## src/rtl/jss_pkg.sv

```systemverilog
// Types, register map and the half-step coil table of the joystick stepper control.
// No dependencies.
`default_nettype none
package jss_pkg;

	localparam int THR_W    = 10;
	localparam int PERIOD_W = 8;
	localparam int IVL_W    = 10;
	localparam int COIL_W   = 4;
	localparam int PADDR_W  = 5;
	localparam int PDATA_W  = 32;

	// Register indexes (paddr[4:2])
	localparam logic [2:0] REG_LOW_THR   = 3'd0;
	localparam logic [2:0] REG_HIGH_THR  = 3'd1;
	localparam logic [2:0] REG_MIN_PER   = 3'd2;
	localparam logic [2:0] REG_MAX_PER   = 3'd3;
	localparam logic [2:0] REG_SPEED_IVL = 3'd4;

	localparam logic [THR_W-1:0]    RST_LOW_THR   = 10'd256;
	localparam logic [THR_W-1:0]    RST_HIGH_THR  = 10'd778;
	localparam logic [PERIOD_W-1:0] RST_MIN_PER   = 8'd2;
	localparam logic [PERIOD_W-1:0] RST_MAX_PER   = 8'd50;
	localparam logic [IVL_W-1:0]    RST_SPEED_IVL = 10'd100;
	localparam logic [PERIOD_W-1:0] RST_PERIOD    = 8'd2;

	typedef enum logic [1:0] {
		MM_INIT  = 2'd0,
		MM_CLOCK = 2'd1,
		MM_ANTI  = 2'd2
	} motor_mode_t;

	typedef enum logic [2:0] {
		SP_INIT  = 3'd0,
		SP_LOWER = 3'd1,
		SP_DZONE = 3'd2,
		SP_UPPER = 3'd3,
		SP_PAUSE = 3'd4
	} speed_mode_t;

	typedef struct packed {
		logic [THR_W-1:0]    low_thr;
		logic [THR_W-1:0]    high_thr;
		logic [PERIOD_W-1:0] min_per;
		logic [PERIOD_W-1:0] max_per;
		logic [IVL_W-1:0]    speed_ivl;
	} jss_cfg_t;

	typedef struct packed {
		motor_mode_t         motor_mode;
		logic [2:0]          phase;
		speed_mode_t         speed_mode;
		logic [PERIOD_W-1:0] period;
		logic [PERIOD_W-1:0] motor_elapsed;
		logic [IVL_W-1:0]    speed_elapsed;
		logic [COIL_W-1:0]   coil;
		logic                led_left;
		logic                led_right;
		logic                led_up;
		logic                led_down;
	} jss_state_t;

	typedef struct packed {
		logic [COIL_W-1:0] coil;
		logic              led_left;
		logic              led_right;
		logic              led_up;
		logic              led_down;
		logic              stepped;
	} jss_result_t;

	function automatic logic [COIL_W-1:0] coil_of(input logic [2:0] phase);
		logic [COIL_W-1:0] c;
		case (phase)
			3'd0:    c = 4'h1;
			3'd1:    c = 4'h3;
			3'd2:    c = 4'h2;
			3'd3:    c = 4'h6;
			3'd4:    c = 4'h4;
			3'd5:    c = 4'hC;
			3'd6:    c = 4'h8;
			default: c = 4'h9;
		endcase
		return c;
	endfunction

endpackage
`default_nettype wire

```

## src/rtl/jss_core.sv

```systemverilog
// Next-state and result logic for one tick: motor step, speed step, LED hold.
// Depends on jss_pkg.
`default_nettype none
module jss_core
	import jss_pkg::*;
#(
	parameter int SAMPLE_BITS = 10
) (
	input  jss_cfg_t               cfg,
	input  jss_state_t             cur,
	input  logic [SAMPLE_BITS-1:0] x_smp,
	input  logic [SAMPLE_BITS-1:0] y_smp,
	input  logic                   paused,
	output jss_state_t             nxt,
	output jss_result_t            res
);

	localparam int CMP_W = (SAMPLE_BITS > THR_W) ? SAMPLE_BITS : THR_W;

	logic [CMP_W-1:0]    x_c, y_c, lo_c, hi_c;
	logic [PERIOD_W-1:0] me_inc;
	logic [IVL_W-1:0]    se_inc;
	logic                motor_fire, speed_fire;
	motor_mode_t         mm_new;
	speed_mode_t         sm_new;
	logic [2:0]          phase_new;

	assign x_c  = CMP_W'(x_smp);
	assign y_c  = CMP_W'(y_smp);
	assign lo_c = CMP_W'(cfg.low_thr);
	assign hi_c = CMP_W'(cfg.high_thr);

	// saturating elapsed counters
	assign me_inc = (&cur.motor_elapsed) ? cur.motor_elapsed : cur.motor_elapsed + 1'b1;
	assign se_inc = (&cur.speed_elapsed) ? cur.speed_elapsed : cur.speed_elapsed + 1'b1;

	assign motor_fire = (me_inc >= cur.period);
	assign speed_fire = (se_inc >= cfg.speed_ivl);

	always_comb begin
		unique case (cur.motor_mode)
			MM_CLOCK: mm_new = (x_c > hi_c) ? MM_ANTI : MM_CLOCK;
			MM_ANTI:  mm_new = (x_c < lo_c) ? MM_CLOCK : MM_ANTI;
			default:  mm_new = MM_ANTI;
		endcase
		phase_new = (mm_new == MM_CLOCK) ? cur.phase - 3'd1 : cur.phase + 3'd1;
	end

	always_comb begin
		unique case (cur.speed_mode)
			SP_DZONE: begin
				if (paused)
					sm_new = SP_PAUSE;
				else if (y_c > hi_c)
					sm_new = SP_UPPER;
				else if (y_c < lo_c)
					sm_new = SP_LOWER;
				else
					sm_new = SP_DZONE;
			end
			SP_LOWER: sm_new = (y_c >= lo_c) ? SP_DZONE : SP_LOWER;
			SP_UPPER: sm_new = (y_c <= hi_c) ? SP_DZONE : SP_UPPER;
			SP_PAUSE: sm_new = paused ? SP_PAUSE : SP_DZONE;
			default:  sm_new = SP_DZONE;
		endcase
	end

	always_comb begin
		nxt = cur;
		nxt.motor_elapsed = me_inc;
		nxt.speed_elapsed = se_inc;
		if (motor_fire) begin
			nxt.motor_elapsed = '0;
			nxt.motor_mode    = mm_new;
			nxt.led_right     = (mm_new == MM_CLOCK) || paused;
			nxt.led_left      = (mm_new != MM_CLOCK) || paused;
			if (!paused) begin
				nxt.phase = phase_new;
				nxt.coil  = coil_of(phase_new);
			end
		end
		if (speed_fire) begin
			nxt.speed_elapsed = '0;
			nxt.speed_mode    = sm_new;
			nxt.led_up        = (sm_new == SP_LOWER) || (sm_new == SP_PAUSE);
			nxt.led_down      = (sm_new == SP_UPPER) || (sm_new == SP_PAUSE);
			// saturate towards the limit that applies
			if (sm_new == SP_LOWER)
				nxt.period = (cur.period > cfg.min_per) ? cur.period - 1'b1 : cfg.min_per;
			else if (sm_new == SP_UPPER)
				nxt.period = (cur.period < cfg.max_per) ? cur.period + 1'b1 : cfg.max_per;
		end
	end

	assign res.coil      = nxt.coil;
	assign res.led_left  = nxt.led_left;
	assign res.led_right = nxt.led_right;
	assign res.led_up    = nxt.led_up;
	assign res.led_down  = nxt.led_down;
	assign res.stepped   = motor_fire;

endmodule
`default_nettype wire

```

## src/rtl/joystick_stepper_half_step_control.sv

```systemverilog
// Joystick stepper half-step control: one result per tick, input register then result register.
// A transferred tick waits in the input register and moves on into the result register once that is free or taken.
// Throughput: one tick per cycle; the result register stalls the input only when not taken.
// Reset (arst_n low, asynchronous) clears the valid flags, sets motor state to its reset values and restores register
// defaults; the sample and result data registers are not reset. Depends on jss_pkg and jss_core.
`default_nettype none
module joystick_stepper_half_step_control
	import jss_pkg::*;
#(
	parameter int SAMPLE_BITS = 10
) (
	input  wire logic                   clk,
	input  wire logic                   arst_n,
	input  wire logic                   psel,
	input  wire logic                   penable,
	input  wire logic                   pwrite,
	input  wire logic [PADDR_W-1:0]     paddr,
	input  wire logic [PDATA_W-1:0]     pwdata,
	output logic      [PDATA_W-1:0]     prdata,
	output logic                        pready,
	input  wire logic                   in_valid,
	output logic                        in_ready,
	input  wire logic [SAMPLE_BITS-1:0] x_sample,
	input  wire logic [SAMPLE_BITS-1:0] y_sample,
	input  wire logic                   pause_button,
	output logic                        out_valid,
	input  wire logic                   out_ready,
	output logic      [COIL_W-1:0]      coil_pattern,
	output logic                        led_left,
	output logic                        led_right,
	output logic                        led_up,
	output logic                        led_down,
	output logic                        motor_stepped
);

	jss_cfg_t               cfg_q;
	jss_state_t             st_q, st_nxt;
	jss_result_t            res_nxt, res_q;
	logic                   vld_s1, out_vld_q;
	logic [SAMPLE_BITS-1:0] x_s1, y_s1;
	logic                   pause_s1;
	logic                   advance, wr_en;
	logic [2:0]             reg_idx;

	assign pready  = 1'b1;
	assign wr_en   = psel && penable && pwrite;
	assign reg_idx = paddr[4:2];

	always_ff @(posedge clk or negedge arst_n) begin
		if (!arst_n) begin
			cfg_q.low_thr   <= RST_LOW_THR;
			cfg_q.high_thr  <= RST_HIGH_THR;
			cfg_q.min_per   <= RST_MIN_PER;
			cfg_q.max_per   <= RST_MAX_PER;
			cfg_q.speed_ivl <= RST_SPEED_IVL;
		end else if (wr_en) begin
			unique case (reg_idx)
				REG_LOW_THR:   cfg_q.low_thr   <= pwdata[THR_W-1:0];
				REG_HIGH_THR:  cfg_q.high_thr  <= pwdata[THR_W-1:0];
				REG_MIN_PER:   cfg_q.min_per   <= pwdata[PERIOD_W-1:0];
				REG_MAX_PER:   cfg_q.max_per   <= pwdata[PERIOD_W-1:0];
				REG_SPEED_IVL: cfg_q.speed_ivl <= pwdata[IVL_W-1:0];
				default: ;
			endcase
		end
	end

	always_comb begin
		unique case (reg_idx)
			REG_LOW_THR:   prdata = PDATA_W'(cfg_q.low_thr);
			REG_HIGH_THR:  prdata = PDATA_W'(cfg_q.high_thr);
			REG_MIN_PER:   prdata = PDATA_W'(cfg_q.min_per);
			REG_MAX_PER:   prdata = PDATA_W'(cfg_q.max_per);
			REG_SPEED_IVL: prdata = PDATA_W'(cfg_q.speed_ivl);
			default:       prdata = '0;
		endcase
	end

	// move the held tick into the result register when that is free or being taken
	assign advance  = vld_s1 && (!out_vld_q || out_ready);
	assign in_ready = !vld_s1 || advance;

	always_ff @(posedge clk or negedge arst_n) begin
		if (!arst_n)
			vld_s1 <= 1'b0;
		else if (in_ready)
			vld_s1 <= in_valid;
	end

	always_ff @(posedge clk) begin
		if (in_valid && in_ready) begin
			x_s1     <= x_sample;
			y_s1     <= y_sample;
			pause_s1 <= pause_button;
		end
	end

	jss_core #(
		.SAMPLE_BITS(SAMPLE_BITS)
	) u_core (
		.cfg    (cfg_q),
		.cur    (st_q),
		.x_smp  (x_s1),
		.y_smp  (y_s1),
		.paused (pause_s1),
		.nxt    (st_nxt),
		.res    (res_nxt)
	);

	always_ff @(posedge clk or negedge arst_n) begin
		if (!arst_n) begin
			st_q.motor_mode    <= MM_INIT;
			st_q.phase         <= '0;
			st_q.speed_mode    <= SP_INIT;
			st_q.period        <= RST_PERIOD;
			st_q.motor_elapsed <= '0;
			st_q.speed_elapsed <= '0;
			st_q.coil          <= '0;
			st_q.led_left      <= 1'b0;
			st_q.led_right     <= 1'b0;
			st_q.led_up        <= 1'b0;
			st_q.led_down      <= 1'b0;
		end else if (advance) begin
			st_q <= st_nxt;
		end
	end

	always_ff @(posedge clk or negedge arst_n) begin
		if (!arst_n)
			out_vld_q <= 1'b0;
		else if (advance)
			out_vld_q <= 1'b1;
		else if (out_ready)
			out_vld_q <= 1'b0;
	end

	always_ff @(posedge clk) begin
		if (advance)
			res_q <= res_nxt;
	end

	assign out_valid     = out_vld_q;
	assign coil_pattern  = res_q.coil;
	assign led_left      = res_q.led_left;
	assign led_right     = res_q.led_right;
	assign led_up        = res_q.led_up;
	assign led_down      = res_q.led_down;
	assign motor_stepped = res_q.stepped;

endmodule
`default_nettype wire

```

## config.mk

```make
export PLATFORM = sky130hd
export DESIGN_NAME = joystick_stepper_half_step_control
export DESIGN_NICKNAME = d
export VERILOG_FILES = /design/src/rtl/jss_pkg.sv /design/src/rtl/jss_core.sv /design/src/rtl/joystick_stepper_half_step_control.sv
export SDC_FILE = /design/constraint.sdc
export NUM_CORES = 1
export LEC_CHECK = 0
export ABC_CLOCK_PERIOD_IN_PS = 4290
export BUFFER_PORTS_ARGS = -buffer_cell sky130_fd_sc_hd__buf_2
export CAP_MARGIN = 20
export CELL_PAD_IN_SITES_DETAIL_PLACEMENT = 0
export CELL_PAD_IN_SITES_GLOBAL_PLACEMENT = 1
export CORE_MARGIN = 2
export CORE_UTILIZATION = 45
export DETAILED_ROUTE_END_ITERATION = 12
export HOLD_SLACK_MARGIN = 0.08
export PLACE_DENSITY = 0.88
export SLEW_MARGIN = 0
export SYNTH_ARGS = -nofsm -noshare
export SYNTH_HDL_FRONTEND = slang
export SYNTH_SLANG_ARGS = --single-unit
```

## constraint.sdc

```tcl
create_clock -name clk -period 4.29 [get_ports clk]
set_input_delay 0 -clock clk [delete_from_list [all_inputs] [get_ports clk]]
set_output_delay 0 -clock clk [all_outputs]
set_load 0.02 [all_outputs]
```

==> impl_metrics.py, run 1 <==
metrics = {
    "clock_tree": {
        "insertion_delay_ns": 0.42,
        "htreeDepth": 4,
        "cts_root_buf": "clkbuf_16",
        "clock_sinks": 120,
        "clk_pin_slew_ns": 0.06,
        "cts_tree": "done",
        "cts_buffers": 17,
        "cts_setup_buffers": 0,
        "cts.path.max_buffers": 2,
    },
    "worst_setup_path": {
        "start_kind": "flip-flop",
        "cpMostUsedCell": "ha_1",
        "crit_required_ns": 4.54,
        "path_class": "reg -> reg",
        "crit_path_end_kind": "flip-flop",
        "crit_fanout": 5,
        "crit_arrival_ns": 4.02,
        "cpPeakStageDelay_ns": 0.55,
        "slowest_stage": "dfstp_2",
        "crit_chain": "inv_1 -> ha_1 -> a21oi_1 -> o21ai_1 -> a2111oi_2 -> nor3b_1 -> nor3_2 -> o21ai_2 -> clkinv_2 -> ha_1 -> ha_1 -> or2_2 -> a211o_1 -> a31oi_1",
    },
    "sta": {
        "worst_pin_slew_ns": 0.864,
        "period_share_pct": 87.9,
        "hold_viol_final": 0,
        "slew_headroom_pct": 42.4,
        "setup_viol_count_final": 0,
        "skew_ns": 0.00706,
        "setup-tns-final_ns": 0,
        "fin_crit_ns": 3.77,
        "clock.fmax_ghz": 0.265,
        "rsz0062_at_grt": "no",
        "drv_slew": 0,
    },
    "yosys": {
        "ys_types": 76,
        "synth_area_per_cell_um2": 9.57,
        "syn-cell-area_um2": 7930,
        "ys_ff_latch": 120,
        "synthFlopType": "dfrtp_1",
        "yosys.area.top_type_share_pct": 24.3,
        "async_reset_ff_share_pct": 75.0,
        "synthCells": 829,
        "synth_edf_count": 30,
        "synth_area_leader_cell": "dfrtp_1",
        "ys_seq_area_share_pct": 40.0,
        "ys_warn_count": 0,
        "synth_area_leaders": "dfrtp_1, ha_1, edfxtp_1, nand2_1, dfstp_2",
    },
    "floorplan": {
        "io_pins": 109,
        "core_um2": 17200,
        "die_w_um": 137,
        "die_area_um2": 18700,
        "placementRows": 48,
        "initial_core_util_pct": 46.0,
        "die_y_um": 137,
    },
    "routing": {
        "firstDrtPassIters": 5,
        "antenna_left": 0,
        "routed_wl_um": 18200,
        "vias_per_cell": 5.25,
        "wl_per_cell_um": 15.6,
        "route.detailed.drc": 0,
        "drt_iter0_markers": 436,
        "route.vias.total": 6118,
    },
    "global_route": {
        "antenna_found_initial": 0,
        "grt_max_degree": 64,
        "grt_pass1_vias": 6048,
        "grt_pass1_wl_um": 30300,
        "grt.total_usage_pct": 21.0,
        "grt_overflow": 0,
    },
    "cells_and_area": {
        "diodes": 0,
        "layout-drive-gt1-share_pct": 17.9,
        "fin_nets": 1077,
        "areaGrowthSynthToFinish_pct": 17.3,
    },
    "pwr": {
        "peakVddDrop_mv": 0.331,
        "p_per_area_nw_per_um2": 503,
        "power.total_w": 0.00468,
        "leakage_nw": 4.36,
    },
    "placed_design": {
        "routabilityCongestion": 0.847,
        "port-buffer-count": 61,
        "hpwlAfterDp_um": 13200,
    },
    "status": {
        "status": "finished, final reports clean",
    },
    "run": {
        "cap_violations": 0,
    },
    "worst_hold_path": {
        "hold_class": "in -> async",
    },
}
## Yosys cell counts, drive strengths merged, types with 2 or more instances
library cell and instances:
a2111oi 2, a211o 9, a211oi 3, a21boi 2, a21o 16, a21oi 36, a221o 2, a31oi 9
a41oi 3, and2 4, and3 4, and4 5, buf 30, clkbuf 16, clkinv 2, conb 2
dfrtp 77, dfstp 13, dlygate4sd1 2, edfxtp 30, ha 83, inv 71, mux2 22, mux2i 25
nand2 97, nand2b 17, nand3 24, nand4 9, nor2 50, nor2b 6, nor3 10, nor3b 3
nor4 3, o211ai 6, o21a 5, o21ai 70, o21bai 2, o22ai 8, o31ai 7, or3 2
xnor2 22, xor2 4
## through the flow
step	area (µm²)	cells	util [%]	hold WS [ns]	setup WS, ns
CTS	9300	1166	54.0	0.248	0.497
finish	9300	1166	54.0	0.212	0.519
global route	9300	1166	54.0	0.269	0.141
detailed placement	8400	1099	48.8	0.160	0.512
global placement	8400	1099	48.8	0.156	0.602
floorplan	8010	850	-	-0.296	0.825
## final cells by class
class | instances | area, µm²
clock buffers | 18 | 450
clock inverters | 14 | 98.8
fillers | 1521 | 7930
inverters | 73 | 275
multi-input cells | 609 | 4290
flip-flops and latches | 120 | 3170
well taps | 225 | 282
repair buffers | 107 | 741
## flip-flops by register name, indices dropped and copies added (netlist names)
name	flops
cfg_q	46
led_left	1
x_s1	10
pause_s1	1
led_up	1
motor_stepped	1
st_q	42
coil_pattern	4
y_s1	10
led_down	1
out_valid	1
vld_s1	1
led_right	1
## layout by cell type, fill, tap and decap left out, types with 3 or more instances in the layout
| master | Yosys | layout |
|---|---|---|
| a211o_1 | 6 | 6 |
| a211o_2 | 3 | 3 |
| a21o_1 | 15 | 15 |
| a21oi_1 | 36 | 36 |
| a31oi_1 | 6 | 6 |
| a31oi_2 | 3 | 3 |
| and2_1 | 4 | 4 |
| and3_1 | 4 | 4 |
| and4_1 | 4 | 4 |
| buf_2 | 3 | 60 |
| buf_4 | 23 | 12 |
| clkbuf_16 | 0 | 18 |
| clkinv_2 | 1 | 6 |
| clkinvlp_4 | 0 | 4 |
| conb_1 | 2 | 23 |
| dfrtp_1 | 77 | 77 |
| dfstp_2 | 13 | 13 |
| dlygate4sd3_1 | 0 | 35 |
| edfxtp_1 | 30 | 30 |
| ha_1 | 83 | 83 |
| inv_1 | 71 | 71 |
| inv_6 | 0 | 3 |
| mux2_2 | 22 | 22 |
| mux2i_1 | 25 | 25 |
| nand2_1 | 96 | 96 |
| nand2b_1 | 17 | 17 |
| nand3_1 | 24 | 24 |
| nand4_1 | 9 | 9 |
| nor2_1 | 50 | 50 |
| nor2b_1 | 6 | 6 |
| nor3_1 | 9 | 8 |
| o211ai_1 | 6 | 6 |
| o21a_1 | 5 | 5 |
| o21ai_0 | 68 | 68 |
| o22ai_1 | 8 | 8 |
| o31ai_1 | 7 | 7 |
| xnor2_1 | 21 | 21 |
| xor2_1 | 4 | 4 |
## path summary, 6_finish.rpt
path | from | endpoint | slack (ns) | cells past startpoint
setup reg to reg | cfg_q[29] | coil_pattern[0] | 0.52 | 14
setup / recovery | cfg_q[29] | coil_pattern[0] | 0.52 | 14
max in group asynchronous | arst_n | cfg_q[6] | 3.11 | 3
hold / removal | arst_n | cfg_q[23] | 0.21 | 2
min in group clk | paddr[4] | cfg_q[19] | 0.28 | 5
hold reg to reg | st_q[3] | st_q[3] | 0.48 | 2
## critical path, delay by kind of cell (launching register included)
family | cells | cell delay (ns)
simple gates | 3 | 0.65
flops | 1 | 0.55
buf+inv | 2 | 0.19
compound gates | 6 | 1.42
fa+ha+maj | 3 | 0.79
## timing repair
action | 4_1_cts | 5_1_grt
resized for setup | 0 | 0
hold buffers | 35 | 0
endpoints found under the hold margin | 119 | 0
## power breakdown
part | switching, W | internal [W]
combinational | 0.000987 | 0.000703
sequential | 0.000209 | 0.00146
clock | 0.000551 | 0.000771
total | 0.00175 | 0.00293
## metal layers
| layer | part of all wire, % | wire (µm) | track usage [%] | up-vias |
|---|---|---|---|---|
| met3 | 3.5 | 645 | 4.59 | 20 |
| met4 | 1.5 | 265 | 6.25 | 0 |
| met2 | 49 | 8890 | 34.8 | 110 |
| met1 | 46 | 8430 | 27.6 | 2912 |
| met5 | 0 | 0 | 0 | - |
| li1 | - | - | - | 3076 |
## kinds of logic (layout without fill, tap and decap cells)
family | Yosys count | in the layout | synth area share (%)
other cells | 2 | 23 | 0.0947
xor+xnor | 26 | 26 | 2.97
simple gates | 241 | 241 | 14.4
fa+ha+maj | 84 | 84 | 13.3
mux | 47 | 47 | 6.28
flops | 120 | 120 | 40.0
buf+inv | 121 | 212 | 7.19
compound gates | 188 | 188 | 15.8
Power figures use the tool's default switching activity.
==> run 2: changes to the inputs <==
ABC_CLOCK_PERIOD_IN_PS = 4200   (was 4290)
REMOVE_ABC_BUFFERS = 1   (was unset)
clock period = 4.2 ns   (was 4.29 ns; I/O delays follow)
==> run 2 against run 1 <==
Against the previous run: power up 3.4%; global-route usage up 0.54 points; sequential share of layout area down 0.20 points; first-iteration DRC count down 20%; die area unchanged; critical path depth unchanged; clock-buffer cell count up 1; clock skew down 0.0012 ns.
==> impl_metrics.py, run 2 (synthesis results as in run 1) <==
metrics = {
    "cells_and_area": {
        "areaGrowthSynthToFinish_pct": 18.0,
        "fillers": 1505,
        "largest_register_ffs": 46,
        "final_common_cell": "nand2_1",
        "final_cell_mix": "nand2_1, ha_1, dfrtp_1",
        "diodes": 0,
        "multi_input_area_um2": 4290,
        "largest_register": "cfg_q",
        "final_util_pct": 54.3,
        "layout-drive-gt1-share_pct": 18.0,
        "reg.largest.list": "cfg_q (46), st_q (42)",
        "ff_latch_area_um2": 3170,
        "fin_cells": 1170,
        "fin_nets": 1081,
    },
    "placed_design": {
        "hpwlAfterDp_um": 13200,
        "pre_cts_ws_ns": 0.489,
        "dp_cells": 1101,
        "port-buffer-count": 61,
        "routabilityCongestion": 0.863,
    },
    "worst_setup_path": {
        "crit_arrival_ns": 3.98,
        "path_class": "reg -> reg",
        "cpMostUsedCell": "ha_1",
        "crit_path_end_kind": "flip-flop",
        "slowest_stage": "dfstp_2",
        "crit_start": "cfg_q[29]",
        "timing.critical_path.buf_inv": 2,
        "crit_required_ns": 4.46,
        "r2r_start": "cfg_q[29]",
        "crit_fanout": 5,
        "crit_chain": "inv_1 -> ha_1 -> a21oi_1 -> o21ai_1 -> a2111oi_2 -> nor3b_1 -> nor3_2 -> o21ai_2 -> clkinv_2 -> ha_1 -> ha_1 -> or2_2 -> a211o_1 -> a31oi_1",
        "start_kind": "flip-flop",
        "cpPeakStageDelay_ns": 0.54,
        "crit_family": "compound AO/OA/AOI/OAI gates",
    },
    "floorplan": {
        "placementRows": 48,
        "initial_core_util_pct": 46.0,
        "die_w_um": 137,
        "io_pins": 109,
        "die_y_um": 137,
        "core_um2": 17200,
        "die_area_um2": 18700,
    },
    "routing": {
        "route.vias.total": 6191,
        "wl_per_cell_um": 16.0,
        "antenna_left": 0,
        "vias_per_cell": 5.29,
        "routed_wl_um": 18700,
        "drt_iter0_markers": 349,
        "firstDrtPassIters": 4,
        "route.detailed.drc": 0,
    },
    "clock_tree": {
        "insertion_delay_ns": 0.42,
        "htreeDepth": 4,
        "cts_tree": "done",
        "cts_setup_buffers": 0,
        "cts_root_buf": "clkbuf_16",
        "cts.path.max_buffers": 2,
        "cts_buffers": 17,
        "clock_sinks": 120,
        "clk_pin_slew_ns": 0.06,
    },
    "sta": {
        "clock.fmax_ghz": 0.269,
        "drv_slew": 0,
        "slew_headroom_pct": 33.5,
        "skew_ns": 0.00587,
        "setup-tns-final_ns": 0,
        "hold_viol_final": 0,
        "worst_slack_ns": 0.480,
        "fin_crit_ns": 3.72,
        "setup_viol_count_final": 0,
        "rsz0062_at_grt": "no",
        "worst_pin_slew_ns": 0.993,
        "hold_slack_ns": 0.245,
        "period_share_pct": 88.6,
    },
    "run": {
        "cap_violations": 0,
    },
    "pwr": {
        "switching_share_pct": 37.3,
        "leakage_nw": 4.39,
        "p_clk_share_pct": 28.9,
        "combPwrFrac_pct": 36.1,
        "switching_power_w": 0.00181,
        "peakVddDrop_mv": 0.480,
        "p_per_area_nw_per_um2": 517,
        "p_int_w": 0.00303,
        "seqPwrFrac_pct": 35.0,
    },
    "global_route": {
        "grt_pass1_vias": 6067,
        "antenna_found_initial": 0,
        "grt.total_usage_pct": 21.5,
        "grt_max_degree": 61,
        "grt_pass1_wl_um": 30900,
        "grt_overflow": 0,
    },
    "worst_hold_path": {
        "hold_class": "in -> reg",
        "min-delay-start": "penable",
    },
    "status": {
        "status": "finished, final reports clean",
    },
}
## run 2: cell count changes in the layout (fill, tap and decap cells not counted), sizes merged
cell and change:
dlygate4sd3 +2, inv +4, buf +2, clkinv -5, clkbuf +1
## run 2: per-stage QoR
step	area [µm²]	power (W)
final	9360	0.00484
after global routing	9360	0.00520
after CTS	9360	0.00487
after detailed placement	8420	0.00341
after global placement	8420	0.00337
after floorplan	7710	0.00292
## run 2: worst reg2reg max path: cells and delay by family (launching register included)
kind | cells | cell delay (ns)
adder cells (fa/ha/maj) | 3 | 0.81
AND/OR/NAND/NOR | 3 | 0.66
AO/OA/AOI/OAI | 6 | 1.34
flip-flops | 1 | 0.54
buffers and inverters | 2 | 0.20
## run 2: worst paths after layout
check,slack (ns),cells past startpoint,end
worst max register to register,0.48,14,coil_pattern[0]
min in group asynchronous,0.56,3,cfg_q[16]
worst min-delay path,0.25,5,cfg_q[29]
worst min register to register,0.48,2,st_q[1]
max in group asynchronous,2.37,4,st_q[33]
worst max-delay path,0.48,14,coil_pattern[0]
## run 2: power groups by stage
stage | clock network (W) | registers, W | logic, W
floorplan | 0 | 0.00169 | 0.00122
global placement | 0 | 0.00170 | 0.00167
detailed placement | 0 | 0.00171 | 0.00170
CTS | 0.00142 | 0.00169 | 0.00176
global route | 0.00148 | 0.00173 | 0.00200
finish | 0.00140 | 0.00169 | 0.00175
## run 2: repair_timing
item / CTS / global route
hold endpoints to repair: 99 / 0
hold buffers: 37 / 0
gates resized for setup: 0 / 0
## run 2: final cells by class
class                      instances  share of cell area (%)
multi-input combinational        609                    45.8
inverter                          73                    2.94
timing repair buffer             111                    8.29
sequential                       120                    33.9
clock buffer                      19                    4.96
clock inverter                    13                    1.14
tap                              225                    3.01
## run 2: metal layers
layer | GRT usage [%] | up-vias | share of wire (%)
met1 | 28.6 | 2949 | 46
met3 | 4.63 | 21 | 4.2
met2 | 35.1 | 139 | 48
met5 | 0 | - | 0
li1 | - | 3082 | -
met4 | 6.94 | 0 | 1.6
